<file path="config.mk">
export PLATFORM = sky130hd
export DESIGN_NAME = scct_div_cell
export DESIGN_NICKNAME = d
export VERILOG_FILES = /design/src/rtl/core/scct_pkg.sv /design/src/rtl/core/scct_div_cell.sv
export SDC_FILE = /design/constraint.sdc
export NUM_CORES = 1
export LEC_CHECK = 0
export BUFFER_PORTS_ARGS = -buffer_cell sky130_fd_sc_hd__buf_4
export CAP_MARGIN = 30
export CORE_AREA = 4 4 247 249
export CTS_CLUSTER_SIZE = 28
export DETAILED_ROUTE_END_ITERATION = 8
export DIE_AREA = 0 0 251 253
export GPL_ROUTABILITY_DRIVEN = 0
export HOLD_SLACK_MARGIN = 0.15
export PLACE_DENSITY_LB_ADDON = 0.1
export SETUP_SLACK_MARGIN = 0.5
export SYNTH_ARGS = -nofsm -noshare
export SYNTH_HDL_FRONTEND = slang
export SYNTH_SLANG_ARGS = --single-unit
</file>
<file path="constraint.sdc">
create_clock -name aclk -period 3.8 [get_ports aclk]
set_input_delay 0.76 -clock aclk [delete_from_list [all_inputs] [get_ports aclk]]
set_output_delay 0.76 -clock aclk [all_outputs]
set_load 0.03 [all_outputs]
</file>
<file path="src/rtl/core/scct_pkg.sv">
// Package for the swept circle collision time block: data path widths.
// No dependencies.
`default_nettype none
package scct_pkg;
    localparam int FRAC_BITS_DEF = 16;
    localparam int COORD_W = 32;
    localparam int RAD_W   = 31;
    localparam int D_W     = 33;   // cp, dv
    localparam int HW      = 68;   // h, a, c
    localparam int QW      = 134;  // q
    // root radicand q<<2F, 2F <= 48
    localparam int RADW    = QW + 48;
    localparam int SW      = RADW / 2;
    // divide numerator width
    localparam int NW      = SW + 2;
endpackage
`default_nettype wire

</file>
<file path="src/rtl/core/scct_div_cell.sv">
// One restoring division step: one quotient bit.
// Depends on scct_pkg.
`default_nettype none
module scct_div_cell
    import scct_pkg::*;
#(
    parameter int STEP = 0
) (
    input  wire logic            aclk,
    input  wire logic            en,
    input  wire logic [NW-1:0]   num_in,
    input  wire logic [HW-1:0]   den_in,
    input  wire logic [HW:0]     rem_in,
    input  wire logic [NW-1:0]   quo_in,
    output logic [NW-1:0]        num_out,
    output logic [HW-1:0]        den_out,
    output logic [HW:0]          rem_out,
    output logic [NW-1:0]        quo_out
);
    localparam int BIT = NW - 1 - STEP;
    logic [HW+1:0] sh;
    always_comb sh = {rem_in, num_in[BIT]};
    always_ff @(posedge aclk) begin
        if (en) begin
            num_out <= num_in;
            den_out <= den_in;
            if (sh >= {2'b00, den_in}) begin
                rem_out <= (HW+1)'(sh - {2'b00, den_in});
                quo_out <= {quo_in[NW-2:0], 1'b1};
            end else begin
                rem_out <= sh[HW:0];
                quo_out <= {quo_in[NW-2:0], 1'b0};
            end
        end
    end
endmodule
`default_nettype wire

</file>
## Word-level counts from Yosys, hierarchy flattened

Index checks and enable logic that the tools add are counted.

| storage, ports and cells | value |
|---|---|
| register bits | 323 |
| logic and storage cells | 8 |

| cells by class | value |
|---|---|
| add/sub/neg operators | 1 |
| magnitude comparators | 1 |
| mux-type cells | 2 |

Operator list:

| operator | count |
|---|---|
| $ge 70x68->1 | 1 |
| $mux 69 | 1 |
| $sub 69x68->69 | 1 |
| $mux 1 | 1 |

## Logic depth before layout (Yosys ltp)

| logic depth | value |
|---|---|
| depth in word-level cells | 2 |
| depth in mapped cells | 17 |

## Least setup slack after synthesis

OpenSTA, ideal clock, no wires.

| timing | value |
|---|---|
| path type | input to register |
| start point | input port num_in[92] |
| end point | register rem_out[1] (data pin) |
| arrival | 3.686 ns |
| path slack | -0.146 ns |
| stages on the path | 15 |
| buffers on the path | 1 |
| cells stage by stage | inv_1 -> ha_1 -> inv_1 -> fa_1 -> a21o_1 -> a221o_2 -> o211ai_2 -> a2111oi_2 -> o311a_1 -> nor2_2 -> o31a_4 -> o31ai_4 -> a41o_4 -> buf_12 -> mux2_4 |

| between the ends | value |
|---|---|
| longest elaborated chain between the ends | 2 |

Ends and longest elaborated chain:

| item | line | RTL |
|---|---|---|
| start, declared | scct_div_cell.sv:11 | `input wire logic [NW-1:0] num_in,` |
| $sub 69x68->69 / $ge 70x68->1 (equally long branches) | scct_div_cell.sv:28, scct_div_cell.sv:27 |  |
| $mux 69 * | scct_div_cell.sv:27 | `if (sh >= {2'b00, den_in}) begin` |
| end signal, assigned | scct_div_cell.sv:28 | `rem_out <= (HW+1)'(sh - {2'b00, den_in});` |
| end signal, assigned | scct_div_cell.sv:31 | `rem_out <= sh[HW:0];` |
| end, declared | scct_div_cell.sv:17 | `output logic [HW:0] rem_out,` |

Every way passes the cells marked *; elsewhere a longest branch is shown, timed or not.
A chain may end at the register's enable or synchronous reset.

## Final worst setup path

| timing | value |
|---|---|
| start point | input port num_in[92] |
| end point | register rem_out[36] (data pin) |

Same word-level chain as after synthesis.

==> results.sh <==
export IMPL_run_status="finished, final reports clean"
export IMPL_area_growth_pct=59.4
export IMPL_cp_arrival_ns=3.97
export IMPL_crit_buf_inv=5
export IMPL_crit_family="compound AO/OA/AOI/OAI gates"
export IMPL_synth_enable_flop_cells=323
export IMPL_critPathMaxFanout=18
export IMPL_synth_fa_ha_area_share_pct=5.77
export IMPL_crit_required_ns=4.10
export IMPL_dieWidth_um=251
export IMPL_synth_most_common_cell="edfxtp_1"
export IMPL_grt_pass1_vias=12900
export IMPL_layout_nets=2382
export IMPL_synthXorXnorAreaFrac_pct=3.89
export IMPL_ant_nets=0
export IMPL_grt_max_degree=86
export IMPL_synth_compound_area_share_pct=13.4
export IMPL_yosys_top_cells_count="edfxtp_1, nor2_1, inv_1"
export IMPL_cts_tree="done"
export IMPL_worst_pin_slew_ns=0.781
export IMPL_fin_crit_ns=3.66
export IMPL_ys_warn_count=0
export IMPL_io_buffers=646
export IMPL_max_slew_margin_pct=47.9
export IMPL_clk_pin_slew_ns=0.06
export IMPL_antenna_found_initial=11
export IMPL_synth_top_family_by_area="compound AO/OA/AOI/OAI gates"
export IMPL_initial_core_util_pct=25.7
export IMPL_grt_pass1_wl_um=85600
export IMPL_hpwl_um=50300
export IMPL_core_rowCount=89
export IMPL_layout_cells_non_filler=2792
export IMPL_via_per_inst=4.44
export IMPL_first_pass_iters=5
export IMPL_setup_viol=0
export IMPL_synthCells=1126
export IMPL_synth_top_area_share_pct=64.2
export IMPL_leakage_nw=10.5
export IMPL_critPathKind="primary input to register"
export IMPL_drtIter0Drc=500
export IMPL_ys_flop_type="edfxtp_1"
export IMPL_synth_nets=1520
export IMPL_drc=0
export IMPL_critPathMostFrequentCell="buf_12"
export IMPL_syn_area_per_cell_um2=13.4
export IMPL_place_area_um2=22500
export IMPL_cts_sinks=323
export IMPL_synth_area_leaders="edfxtp_1, ha_1, a21oi_2"
export IMPL_routed_wl_um=61000
export IMPL_finalHoldViolations=0
export IMPL_synth_simple_gate_area_share_pct=6.99
export IMPL_muxShareOfSynthArea_pct=1.47
export IMPL_post_route_cells_drive_above_1_share_pct=52.8
export IMPL_slowest_stage="a221o_2"
export IMPL_peakVddDrop_v=0.000285
export IMPL_cap_violations=0
export IMPL_fp_dieH_um=253
export IMPL_dieArea_um2=63500
export IMPL_async_reset_ff_share_pct=0
export IMPL_cts_hold_buf=0
export IMPL_htreeDepth=2
export IMPL_critPathCaptureType="register"
export IMPL_syn_cell_area_um2=15100
export IMPL_core_um2=58700
export IMPL_num_vias=12400
export IMPL_start_kind="primary input"
export IMPL_fmax_mhz=273
export IMPL_stdcell_area_um2=24100
export IMPL_powerDensity_nw_per_um2=459
export IMPL_clk_path_buf_depth=3
export IMPL_ys_ff_latch=323
export IMPL_cts_made_buffers=40
export IMPL_ys_seq_area_share_pct=64.2
export IMPL_ios=648
export IMPL_hold_class="primary input to register"
export IMPL_fin_crit_sh_pct=96.3
export IMPL_ys_types=67
export IMPL_max_stage_delay_ns=0.41
export IMPL_rsz0062_at_grt="true"
export IMPL_grt_ovfl_total=0
export IMPL_wl_per_cell_um=21.9
export IMPL_worstPathCellList="buf_12 -> inv_12 -> ha_4 -> inv_2 -> fa_2 -> a21o_1 -> a221o_2 -> o211ai_4 -> a2111oi_4 -> o311a_1 -> nor2_4 -> o31a_4 -> o31ai_4 -> a41o_4 -> buf_12 -> buf_4 -> nor2_1 -> a21oi_2"
export IMPL_track_usage_pct=18.1
export IMPL_finalMaxSlewViolations=0
export IMPL_cts_root_buf="clkbuf_16"
export IMPL_dp_cells=2708
export IMPL_yosys_area_top_type="edfxtp_1"
-- path summary, 6_finish.rpt --
| kind | startpoint | endpoint | slack [ns] | depth (start not counted) |
|---|---|---|---|---|
| worst max-delay path | num_in[92] | rem_out[36] | 0.14 | 18 |
| worst min-delay path | quo_in[47] | quo_out[48] | 0.38 | 1 |
-- cells in the final DEF (no fill, tap or decap), drive strengths merged, types with 3 or more instances in the layout --
cell	count
nand2b	4
and3	4
a221o	3
o31ai	4
edfxtp	323
buf	865
o221ai	3
a211oi	3
nor2	91
clkbuf	49
a31oi	13
o21a	6
a21oi	127
nor3	15
inv	87
or3	6
a21boi	4
a21o	38
nor2b	7
o31a	3
nor4	3
nand2	56
o211ai	3
ha	68
xor2	22
diode	4
a31o	3
o21ai	41
o21bai	15
a2111oi	4
nand3	17
mux2	18
xnor2	45
nand4	21
clkinv	17
-- routing by layer --
metal / part of all wire [%] / global-route usage (%)
met5: 0.15 / 0
met3: 8.1 / 6.43
met1: 37 / 19.9
met4: 2.5 / 4.99
met2: 53 / 33.1
-- what timing repair did --
item | CTS | global route
setup buffers | 9 | 1
cloned | 1 | 0
pin swaps | 8 | 2
hold endpoints to repair | 0 | 0
resized for setup | 35 | 20
endpoints found under the setup margin | 70 | 70
-- sequential cells by signal, indices dropped and copies added, names as in the netlist --
name     flops
num_out     93
quo_out     93
rem_out     69
den_out     68
-- power breakdown --
part / switching (W) / internal (W)
Combinational: 0.00177 / 0.00132
Clock: 0.00152 / 0.00200
Sequential: 0.000105 / 0.00435
-- logic make-up after synthesis --
kind of cell	Yosys count
adder cells (fa/ha/maj)	69
flip-flops	323
XOR/XNOR	67
AND/OR/NAND/NOR	231
buffers and inverters	131
multiplexers	18
AO/OA/AOI/OAI	287
-- stage by stage --
step / setup TNS (ns) / hold WS (ns) / utilization (%) / setup slack, ns / total power, W
6_report: 0 / 0.378 / 41.0 / 0.139 / 0.0111
5_1_grt: 0 / 0.345 / 41.0 / 0.0417 / 0.0116
4_1_cts: 0 / 0.332 / 40.8 / 0.136 / 0.0112
3_5_place_dp: -35.03 / 0.939 / 38.4 / -0.575 / 0.00759
3_3_place_gp: -29.82 / 0.938 / 38.4 / -0.498 / 0.00758
2_1_floorplan: 0 / 0.859 / - / 0.0102 / 0.00609
-- final cells by class --
class,instances,area [µm²]
Fill cell,5718,34600
Sequential cell,323,9700
Timing Repair Buffer,865,6700
Multi-Input combinational cell,672,5170
Clock buffer,49,1030
Tap cell,773,967
Inverter,86,335
Clock inverter,20,141
Antenna cell,4,10.0
Note: power is estimated with default switching activity, not from simulation.
