===== src/rtl/core/scct_pkg.sv =====
// Package for the swept circle collision time block: data path widths.
// No dependencies.
`default_nettype none
package scct_pkg;
    localparam int FRAC_BITS_DEF = 16;
    localparam int COORD_W = 32;
    localparam int RAD_W   = 31;
    localparam int D_W     = 33;   // cp, dv
    localparam int HW      = 68;   // h, a, c
    localparam int QW      = 134;  // q
    // root radicand q<<2F, 2F <= 48
    localparam int RADW    = QW + 48;
    localparam int SW      = RADW / 2;
    // divide numerator width
    localparam int NW      = SW + 2;
endpackage
`default_nettype wire


===== src/rtl/core/scct_sqrt_cell.sv =====
// One restoring square root step (two radicand bits, one root bit).
// Depends on scct_pkg.
`default_nettype none
module scct_sqrt_cell
    import scct_pkg::*;
#(
    parameter int STEP = 0
) (
    input  wire logic            aclk,
    input  wire logic            en,
    input  wire logic [RADW-1:0] rad_in,
    input  wire logic [SW+1:0]   rem_in,
    input  wire logic [SW-1:0]   root_in,
    output logic [RADW-1:0]      rad_out,
    output logic [SW+1:0]        rem_out,
    output logic [SW-1:0]        root_out
);
    localparam int BIT = SW - 1 - STEP;
    logic [SW+1:0] trial;
    logic [SW+1:0] shifted;
    always_comb begin
        shifted = {rem_in[SW-1:0], rad_in[2*BIT+1 -: 2]};
        trial   = {root_in, 2'b01};
    end
    always_ff @(posedge aclk) begin
        if (en) begin
            rad_out <= rad_in;
            if (shifted >= trial) begin
                rem_out  <= shifted - trial;
                root_out <= {root_in[SW-2:0], 1'b1};
            end else begin
                rem_out  <= shifted;
                root_out <= {root_in[SW-2:0], 1'b0};
            end
        end
    end
endmodule
`default_nettype wire


===== config.mk =====
export PLATFORM = sky130hd
export DESIGN_NAME = scct_sqrt_cell
export DESIGN_NICKNAME = d
export VERILOG_FILES = /design/src/rtl/core/scct_pkg.sv /design/src/rtl/core/scct_sqrt_cell.sv
export SDC_FILE = /design/constraint.sdc
export NUM_CORES = 1
export LEC_CHECK = 0
export BUFFER_PORTS_ARGS = -buffer_cell sky130_fd_sc_hd__buf_4
export CAP_MARGIN = 20
export CELL_PAD_IN_SITES_DETAIL_PLACEMENT = 1
export CELL_PAD_IN_SITES_GLOBAL_PLACEMENT = 1
export CORE_AREA = 3 3 283 285
export CTS_CLUSTER_DIAMETER = 60
export CTS_CLUSTER_SIZE = 20
export DETAILED_ROUTE_END_ITERATION = 16
export DIE_AREA = 0 0 286 288
export MAX_ROUTING_LAYER = met4
export PLACE_DENSITY = 0.65
export SETUP_SLACK_MARGIN = 0.2
export SYNTH_ARGS = -nofsm -noshare
export SYNTH_HDL_FRONTEND = slang
export SYNTH_SLANG_ARGS = --single-unit

===== constraint.sdc =====
create_clock -name aclk -period 3.68 [get_ports aclk]
set_input_delay 0.736 -clock aclk [delete_from_list [all_inputs] [get_ports aclk]]
set_output_delay 0.736 -clock aclk [all_outputs]
set_load 0.005 [all_outputs]

; ---- Word level (Yosys, flattened, before mapping)
; Index checks and enable logic that the tools add are counted.
[op_classes]
n_addsub = 1
n_lt_le_gt_ge = 1
n_mux = 2
[op_table]
columns = operator, n
row1 = 93-bit >= comparator, 1
row2 = 93-bit 2-to-1 mux, 1
row3 = 93-bit subtractor, 1
row4 = 1-bit 2-to-1 mux, 1
[totals]
reg_bits = 366
in_bits = 368
out_inout_bits = 366
wordCells = 7

; ---- Longest topological paths before layout
; Gate-level depths: netlist (run 1).
[logic_depth]
depth_word = 2
ltp_mapped = 16
depth_no_buf = 12

; ---- Worst setup path after synthesis (run 1)
; No wires, ideal clock.
[synth_path]
kind = input to register
startpoint = input port root_in[47]
endpoint = register rem_out[78] (data pin)
setup_time_ps = 261
arrival_ps = 3255
required_ps = 3419
slack_ps = 164
stages = 14
path_buffers = 3
path_cell_list = inv_1 > ha_1 > buf_2 > nand4_1 > or3_4 > nor4_2 > and3_1 > a41oi_1 > o211ai_2 > o21ba_1 > buf_6 > buf_6 > a311o_1 > o32a_1
[synth_between]
elab_chain_len = 2
elab_cells_between_ends = 3
cone_classes = add/sub: 1 / order compare: 1 / mux: 1
[synth_lines]
columns = element, line_no
row1 = from (decl), scct_sqrt_cell.sv:13  ; input wire logic [SW-1:0] root_in,
row2 = 93-bit subtractor / 93-bit >= comparator (equally long branches), "scct_sqrt_cell.sv:29, scct_sqrt_cell.sv:28"
row3 = 93-bit 2-to-1 mux (*), scct_sqrt_cell.sv:28  ; if (shifted >= trial) begin
row4 = to (signal assigned), scct_sqrt_cell.sv:29  ; rem_out <= shifted - trial;
row5 = to (signal assigned), scct_sqrt_cell.sv:32  ; rem_out <= shifted;
row6 = to (decl), scct_sqrt_cell.sv:15  ; output logic [SW+1:0] rem_out,
; Mark *: on every way between the ends. The rest lies on a longest branch, timed or not.
; A chain may end at the register's enable or synchronous reset.

; ---- Worst setup path in the final report (run 1)
[layout_path]
startpoint = input port rem_in[13]
endpoint = register rem_out[92] (data pin)
[layout_between]
elab_chain_len = 2
elab_cells_between_ends = 3
cone_classes = add/sub: 1 / order compare: 1 / mux: 1
[layout_lines]
columns = element, line_no
row1 = from (decl), scct_sqrt_cell.sv:12  ; input wire logic [SW+1:0] rem_in,
row2 = 93-bit subtractor / 93-bit >= comparator (equally long branches), "scct_sqrt_cell.sv:29, scct_sqrt_cell.sv:28"
row3 = 93-bit 2-to-1 mux (*), scct_sqrt_cell.sv:28
; Marked as above.

==> summary.txt, run 1 <==
status: complete, no violations
layout cells sized above 1: 0.464
hold_buf cts: 0
mean number of vias per cell: 4.53
Syn-to-layout area delta: 62.2%
starting DRC count in detailed routing: 668
Mapped Cells: 1635
post-synth cell types: 71
Tightest Hold Check Type: input port to flop
Via Count: 17300
Setup CP Type: input port to flop
Worst slew margin: 0.536
most common cell after layout, fill and taps aside: buf_4
Clock Path Buffers: 3
Initial Util: 0.239
Hold Vio Cnt, Final: 0
Final Max Tran Viols: 0
Design Power: 12.8 mW
initial antenna violation count: 14
CP dominant cell by count: buf_4
launch point of the worst hold path: rad_in[28]
largest net degree at the start of global routing: 79
RSZ-0062 raised after global routing: false
Max IR drop VDD: 0.000319 V
Chip Height: 288 um
GRT overflow: 0
hpwl dp: 71300 um
Synth Cell Area: 18500 um2
cell family with most CP delay: buffers and inverters
Hold Path Sink: rad_out[28]
sequential area share after synthesis: 0.593
drt total wl: 85000 um
Max Freq: 292 MHz
asr flop ratio synth: 0
Pre-antenna DRT Iters: 4
measured slew at the worst slew-check pin: 0.696 ns
Post-synth EDFFs: 366
setup_tns: 0 ns
min cycle time layout: 3.43 ns
H-tree depth: 2
Die Wd: 286 um
Max Cap Viol: 0
routed len/inst: 22.2 um
clock sinks: 366
Reg clk slew, reported paths: 0.08 ns
final setup fails: 0
Root Driver: clkbuf_16
die area: 82400 um2
hold path depth: 1
syn nets: 2096
Crit. End Element: flop
Routed Antenna Nets: 0
Tot GR Track Use: 0.201
Tcrit/Tclk final: 0.931
syn avg cell area: 11.3 um2
Crit path buffers/inverters: 7
most frequent cells in the layout: 1118 x buf_4, 366 x edfxtp_1, 191 x nand2_1
Core ar.: 77600 um2
CTS tree: yes
pwr/cell area: 425 nW/um2
Max FO, Critical Path: 5
crit path launch type: input port
num rows: 102
slowest stage delay, CP: 0.49 ns
Worst path slowest cell: o211ai_1
leakage power: 13.2 nW
Num CTS Buffers: 39
layout net count: 3199
Placer Congestion: 0.899
critical path required time: 4.00 ns
vias in the first global route: 18700
critical path arrival: 3.74 ns
global-route wire length before repair: 121000 um
# DRC: 0
Cell Chain, Critical Path: buf_4 > ha_4 > buf_6 > nand4_1 > buf_6 > nor4_4 > a21oi_2 > buf_4 > o211ai_1 > buf_4 > a21oi_1 > buf_4 > o31ai_4 > xnor2_1 > buf_4 > o21ai_4
# IOs: 734
Main synth FF type: edfxtp_1
I/O Buffers: 731
Synth Warn #: 0
FF+latch count, synth: 366
[how the worst max path moves through the flow]
stage	slack, ns	startpoint	depth (start not counted)	to
5_1_grt	0.18	rem_in[13]	17	rem_out[88]
4_1_cts	0.18	root_in[0]	19	rem_out[92]
3_5_place_dp	-0.99	root_in[1]	17	rem_out[90]
6_report	0.25	rem_in[13]	16	rem_out[92]
2_1_floorplan	0.21	root_in[1]	12	rem_out[78]
3_3_place_gp	-1.13	rem_in[1]	16	rem_out[82]
[per-stage QoR]
stage	worst slack, ns	hold WS (ns)	instances	cell area, um2	util
finish	0.253	0.337	3821	30000	0.387
global route	0.176	0.294	3821	30000	0.387
CTS	0.177	0.290	3798	29600	0.382
detailed placement	-0.988	0.916	3725	28100	0.362
global placement	-1.13	0.915	3725	28100	0.362
floorplan	0.211	0.835	1635	18500	-
[logic make-up (layout without fill, tap and decap cells)]
family          count (synthesis)  count (layout)  synth area share
fa+ha+maj                      93              93            0.0628
buf+inv                       191            1323            0.0411
other cells                     0              14                 0
mux                             3               3           0.00182
simple gates                  428             428             0.107
flops                         366             366             0.593
xor+xnor                       87              87            0.0411
compound gates                467             467             0.153
[synthesized netlist by cell type (all sizes together) (9+ instances only)]
| cell type | n | share of area |
|---|---|---|
| a21o | 40 | 0.016 |
| nand4 | 47 | 0.016 |
| a31oi | 11 | 0.0041 |
| buf | 24 | 0.0073 |
| o21a | 16 | 0.0065 |
| ha | 93 | 0.063 |
| o211ai | 11 | 0.0047 |
| nor2 | 80 | 0.016 |
| nand2b | 15 | 0.0051 |
| nor3 | 25 | 0.0068 |
| and3 | 9 | 0.0030 |
| xnor2 | 53 | 0.025 |
| inv | 117 | 0.024 |
| clkbuf | 50 | 0.010 |
| o21ai | 160 | 0.043 |
| xor2 | 34 | 0.016 |
| a21oi | 141 | 0.038 |
| nand2 | 194 | 0.039 |
| o21bai | 19 | 0.0077 |
| nand3 | 16 | 0.0043 |
| edfxtp | 366 | 0.59 |
[layout make-up]
class / instances / area [um2]
Clock inverter: 29 / 362
Fill cell: 8777 / 47600
Tap cell: 1040 / 1300
Antenna cell: 14 / 35.0
Inverter: 117 / 442
Clock buffer: 41 / 1000
Multi-Input combinational cell: 1078 / 7220
Timing Repair Buffer: 1136 / 8680
Sequential cell: 366 / 11000
[flip-flops by register name, indices dropped and copies added, names as in the netlist]
register / count
rem_out: 93
rad_out: 182
root_out: 91
[where the power goes]
part | total (mW) | internal (mW) | leakage [nW] | switching, mW
Clock | 4.17 | 2.20 | 0.658 | 1.97
Sequential | 5.20 | 5.06 | 3.58 | 0.138
Combinational | 3.39 | 1.73 | 8.97 | 1.66
[layer usage]
metal  track usage  vias up  part of all wire
li1              -     8252                 -
met1         0.221     8473              0.40
met2         0.358      480              0.52
met3        0.0498       96             0.060
met4        0.0586        0             0.024
met5             -        -                 0
[what timing repair did]
action	CTS	global route
setup buffers	3	9
pin swaps	5	17
gates resized for setup	33	61
setup endpoints to repair	92	59
No activity file was read; power rests on OpenSTA's default activity.
==> run 2: changes to the inputs <==
--- a/config.mk
+++ b/config.mk
@@ -6,7 +6,6 @@
 export NUM_CORES = 1
 export LEC_CHECK = 0
 export BUFFER_PORTS_ARGS = -buffer_cell sky130_fd_sc_hd__buf_4
-export CAP_MARGIN = 20
 export CELL_PAD_IN_SITES_DETAIL_PLACEMENT = 1
 export CELL_PAD_IN_SITES_GLOBAL_PLACEMENT = 1
 export CORE_AREA = 3 3 283 285
==> constraint.sdc (replaced) <==
create_clock -name aclk -period 2.9 [get_ports aclk]
set_input_delay 0.58 -clock aclk [delete_from_list [all_inputs] [get_ports aclk]]
set_output_delay 0.58 -clock aclk [all_outputs]
set_load 0.005 [all_outputs]
==> summary.txt, run 2 (synthesis results as in run 1) <==
RSZ-0062 raised after global routing: true
slowest stage delay, CP: 0.40 ns (-0.09 ns)
worst slack at placement: -1.43 ns (-0.446 ns)
crit path launch type: input port
hold_buf cts: 0 (unchanged)
Worst slew margin: 0.620 (+0.0843)
min cycle time layout: 3.05 ns
Int Power: 12.6 mW (+40%)
Die Wd: 286 um (unchanged)
num rows: 102 (unchanged)
Max FO, Critical Path: 5 (unchanged)
I/O Buffers: 731 (unchanged)
Clock Path Buffers: 3 (unchanged)
status: complete, but fails checks
routed len/inst: 23.3 um (+5.0%)
Max Cap Viol: 0 (unchanged)
mean number of vias per cell: 4.62 (+2.1%)
Cell Chain, Critical Path: buf_8 > inv_4 > ha_4 > buf_6 > nand4_1 > buf_4 > nor3_2 > a22oi_2 > nand2_2 > o311a_4 > o211ai_1 > buf_4 > o21ba_4 > buf_12 > buf_12 > nor2_1 > and3_1 > nor3_4
Max IR drop VDD: 0.000445 V (+40%)
global-route wire length before repair: 128000 um (+5.8%)
GRT overflow: 0 (unchanged)
dpl cells: 3859 (+3.6%)
Worst path slowest cell: o311a_4
share of power burned in registers: 0.367 (-0.041)
Tot GR Track Use: 0.212 (+0.0117)
launch point of the worst hold path: rad_in[173]
crit path launch: root_in[19]
Max Freq: 328 MHz
Post-Layout Cell Count: 4030 (+5.5%)
H-tree depth: 2 (unchanged)
Finished Cell Area: 34300 um2 (+14%)
Final Max Tran Viols: 0 (unchanged)
Tcrit/Tclk final: 1.05
critical path arrival: 3.46 ns (-0.28 ns)
Hold Path Sink: rad_out[173]
Hold Vio Cnt, Final: 0 (unchanged)
Via Count: 18600 (+7.7%)
Net Sw Frac: 0.301 (+0.00583)
vias in the first global route: 19800 (+6.0%)
critical path required time: 3.31 ns (-0.69 ns)
starting DRC count in detailed routing: 885 (+32%)
drt total wl: 94000 um (+11%)
Core ar.: 77600 um2 (unchanged)
Chip Height: 288 um (unchanged)
CTS tree: yes
die area: 82400 um2 (unchanged)
layout net count: 3404 (+6.4%)
Routed Antenna Nets: 0 (unchanged)
Root Driver: clkbuf_16
most frequent cells in the layout: 1243 x buf_4, 366 x edfxtp_1, 132 x nand2_1
Syn-to-layout area delta: 85.3%
final setup fails: 71 (+71)
failing checks: negative setup slack
layout cells sized above 1: 0.606 (+0.141)
hpwl dp: 74200 um (+4.2%)
max reg flops: 182 (unchanged)
Reg clk slew, reported paths: 0.07 ns (about the same)
initial antenna violation count: 14 (unchanged)
post-layout util: 0.442 (+0.0551)
hold path depth: 1 (unchanged)
Design Power: 18.0 mW (+41%)
Placer Congestion: 0.904 (+0.51%)
Setup CP Type: input port to flop
final worst setup slack: -0.148 ns (-0.401 ns)
Area after DPL: 29600 um2 (+5.5%)
Tightest Hold Check Type: input port to flop
Regs by FF count: rad_out (182), rem_out (93), root_out (91)
NetSw: 5.42 mW (+44%)
Num CTS Buffers: 42 (+7.7%)
largest net degree at the start of global routing: 81 (+2.5%)
# IOs: 734 (unchanged)
Crit. End Element: flop
leakage power: 14.9 nW (+13%)
Biggest register: rad_out
pwr/cell area: 525 nW/um2 (+23%)
measured slew at the worst slew-check pin: 0.566 ns (-0.130 ns)
Initial Util: 0.239 (unchanged)
# DRC: 0 (unchanged)
clock sinks: 366 (unchanged)
Pre-antenna DRT Iters: 5 (+1)
most common cell after layout, fill and taps aside: buf_4
combinational share of power: 0.309 (+0.043)
clock power share: 0.324 (-0.003)
==> run 2: changes by cell type in the layout (fill, tap and decap cells not counted), sizes merged <==
cell,delta
buf,+189
clkbuf,+18
inv,-6
clkinv,+3
clkinvlp,+3
bufinv,+2
==> run 2: critical path, delay by kind of cell <==
| kind | cells | cell delay, ns |
|---|---|---|
| simple gates | 6 | 0.73 |
| compound gates | 4 | 1.07 |
| buf+inv | 7 | 0.88 |
| fa+ha+maj | 1 | 0.21 |
==> run 2: power by group through the flow <==
stage | Sequential (mW) | Clock [mW] | Combinational, mW
6_report | 6.60 | 5.84 | 5.56
5_1_grt | 6.65 | 6.19 | 5.95
4_1_cts | 6.61 | 5.98 | 4.82
3_5_place_dp | 6.71 | 0 | 4.59
3_3_place_gp | 6.70 | 0 | 4.50
2_1_floorplan | 6.74 | 0 | 1.60
==> run 2: timing repair <==
action	in CTS	in global routing
setup endpoints to repair	94	94
cloned	1	18
gates resized for setup	120	389
pin swaps	36	132
buffers inserted	17	44
==> run 2: per-layer routing <==
metal,up-vias,global-route usage,wire (um)
met3,140,0.0533,5780
met2,543,0.377,49800
li1,8688,-,-
met4,0,0.0745,2860
met5,-,-,0
met1,9257,0.230,35600
==> run 2: cell type report <==
cell class / instances / area [um2]
tap: 1040 / 1300
fill: 8505 / 43300
timing repair buffer: 1338 / 10900
sequential: 366 / 11000
antenna: 14 / 35.0
inverter: 117 / 504
clock inverter: 31 / 414
multi-input combinational: 1078 / 9060
clock buffer: 46 / 1130
==> run 2: worst max-delay path by stage <==
stage	slack, ns	cells past startpoint	endpoint
floorplan	-0.31	13	rem_out[78]
global placement	-1.34	15	rem_out[90]
detailed placement	-1.43	15	rem_out[90]
CTS	-0.11	15	rem_out[78]
global route	-0.24	18	rem_out[63]
finish	-0.15	18	rem_out[63]
==> run 2: per-stage QoR <==
stage               hold slack, ns  setup TNS, ns
global route                 0.137         -10.13
finish                       0.167          -2.85
CTS                          0.134          -1.65
global placement             0.758         -95.28
detailed placement           0.760        -104.48
floorplan                    0.679          -7.07
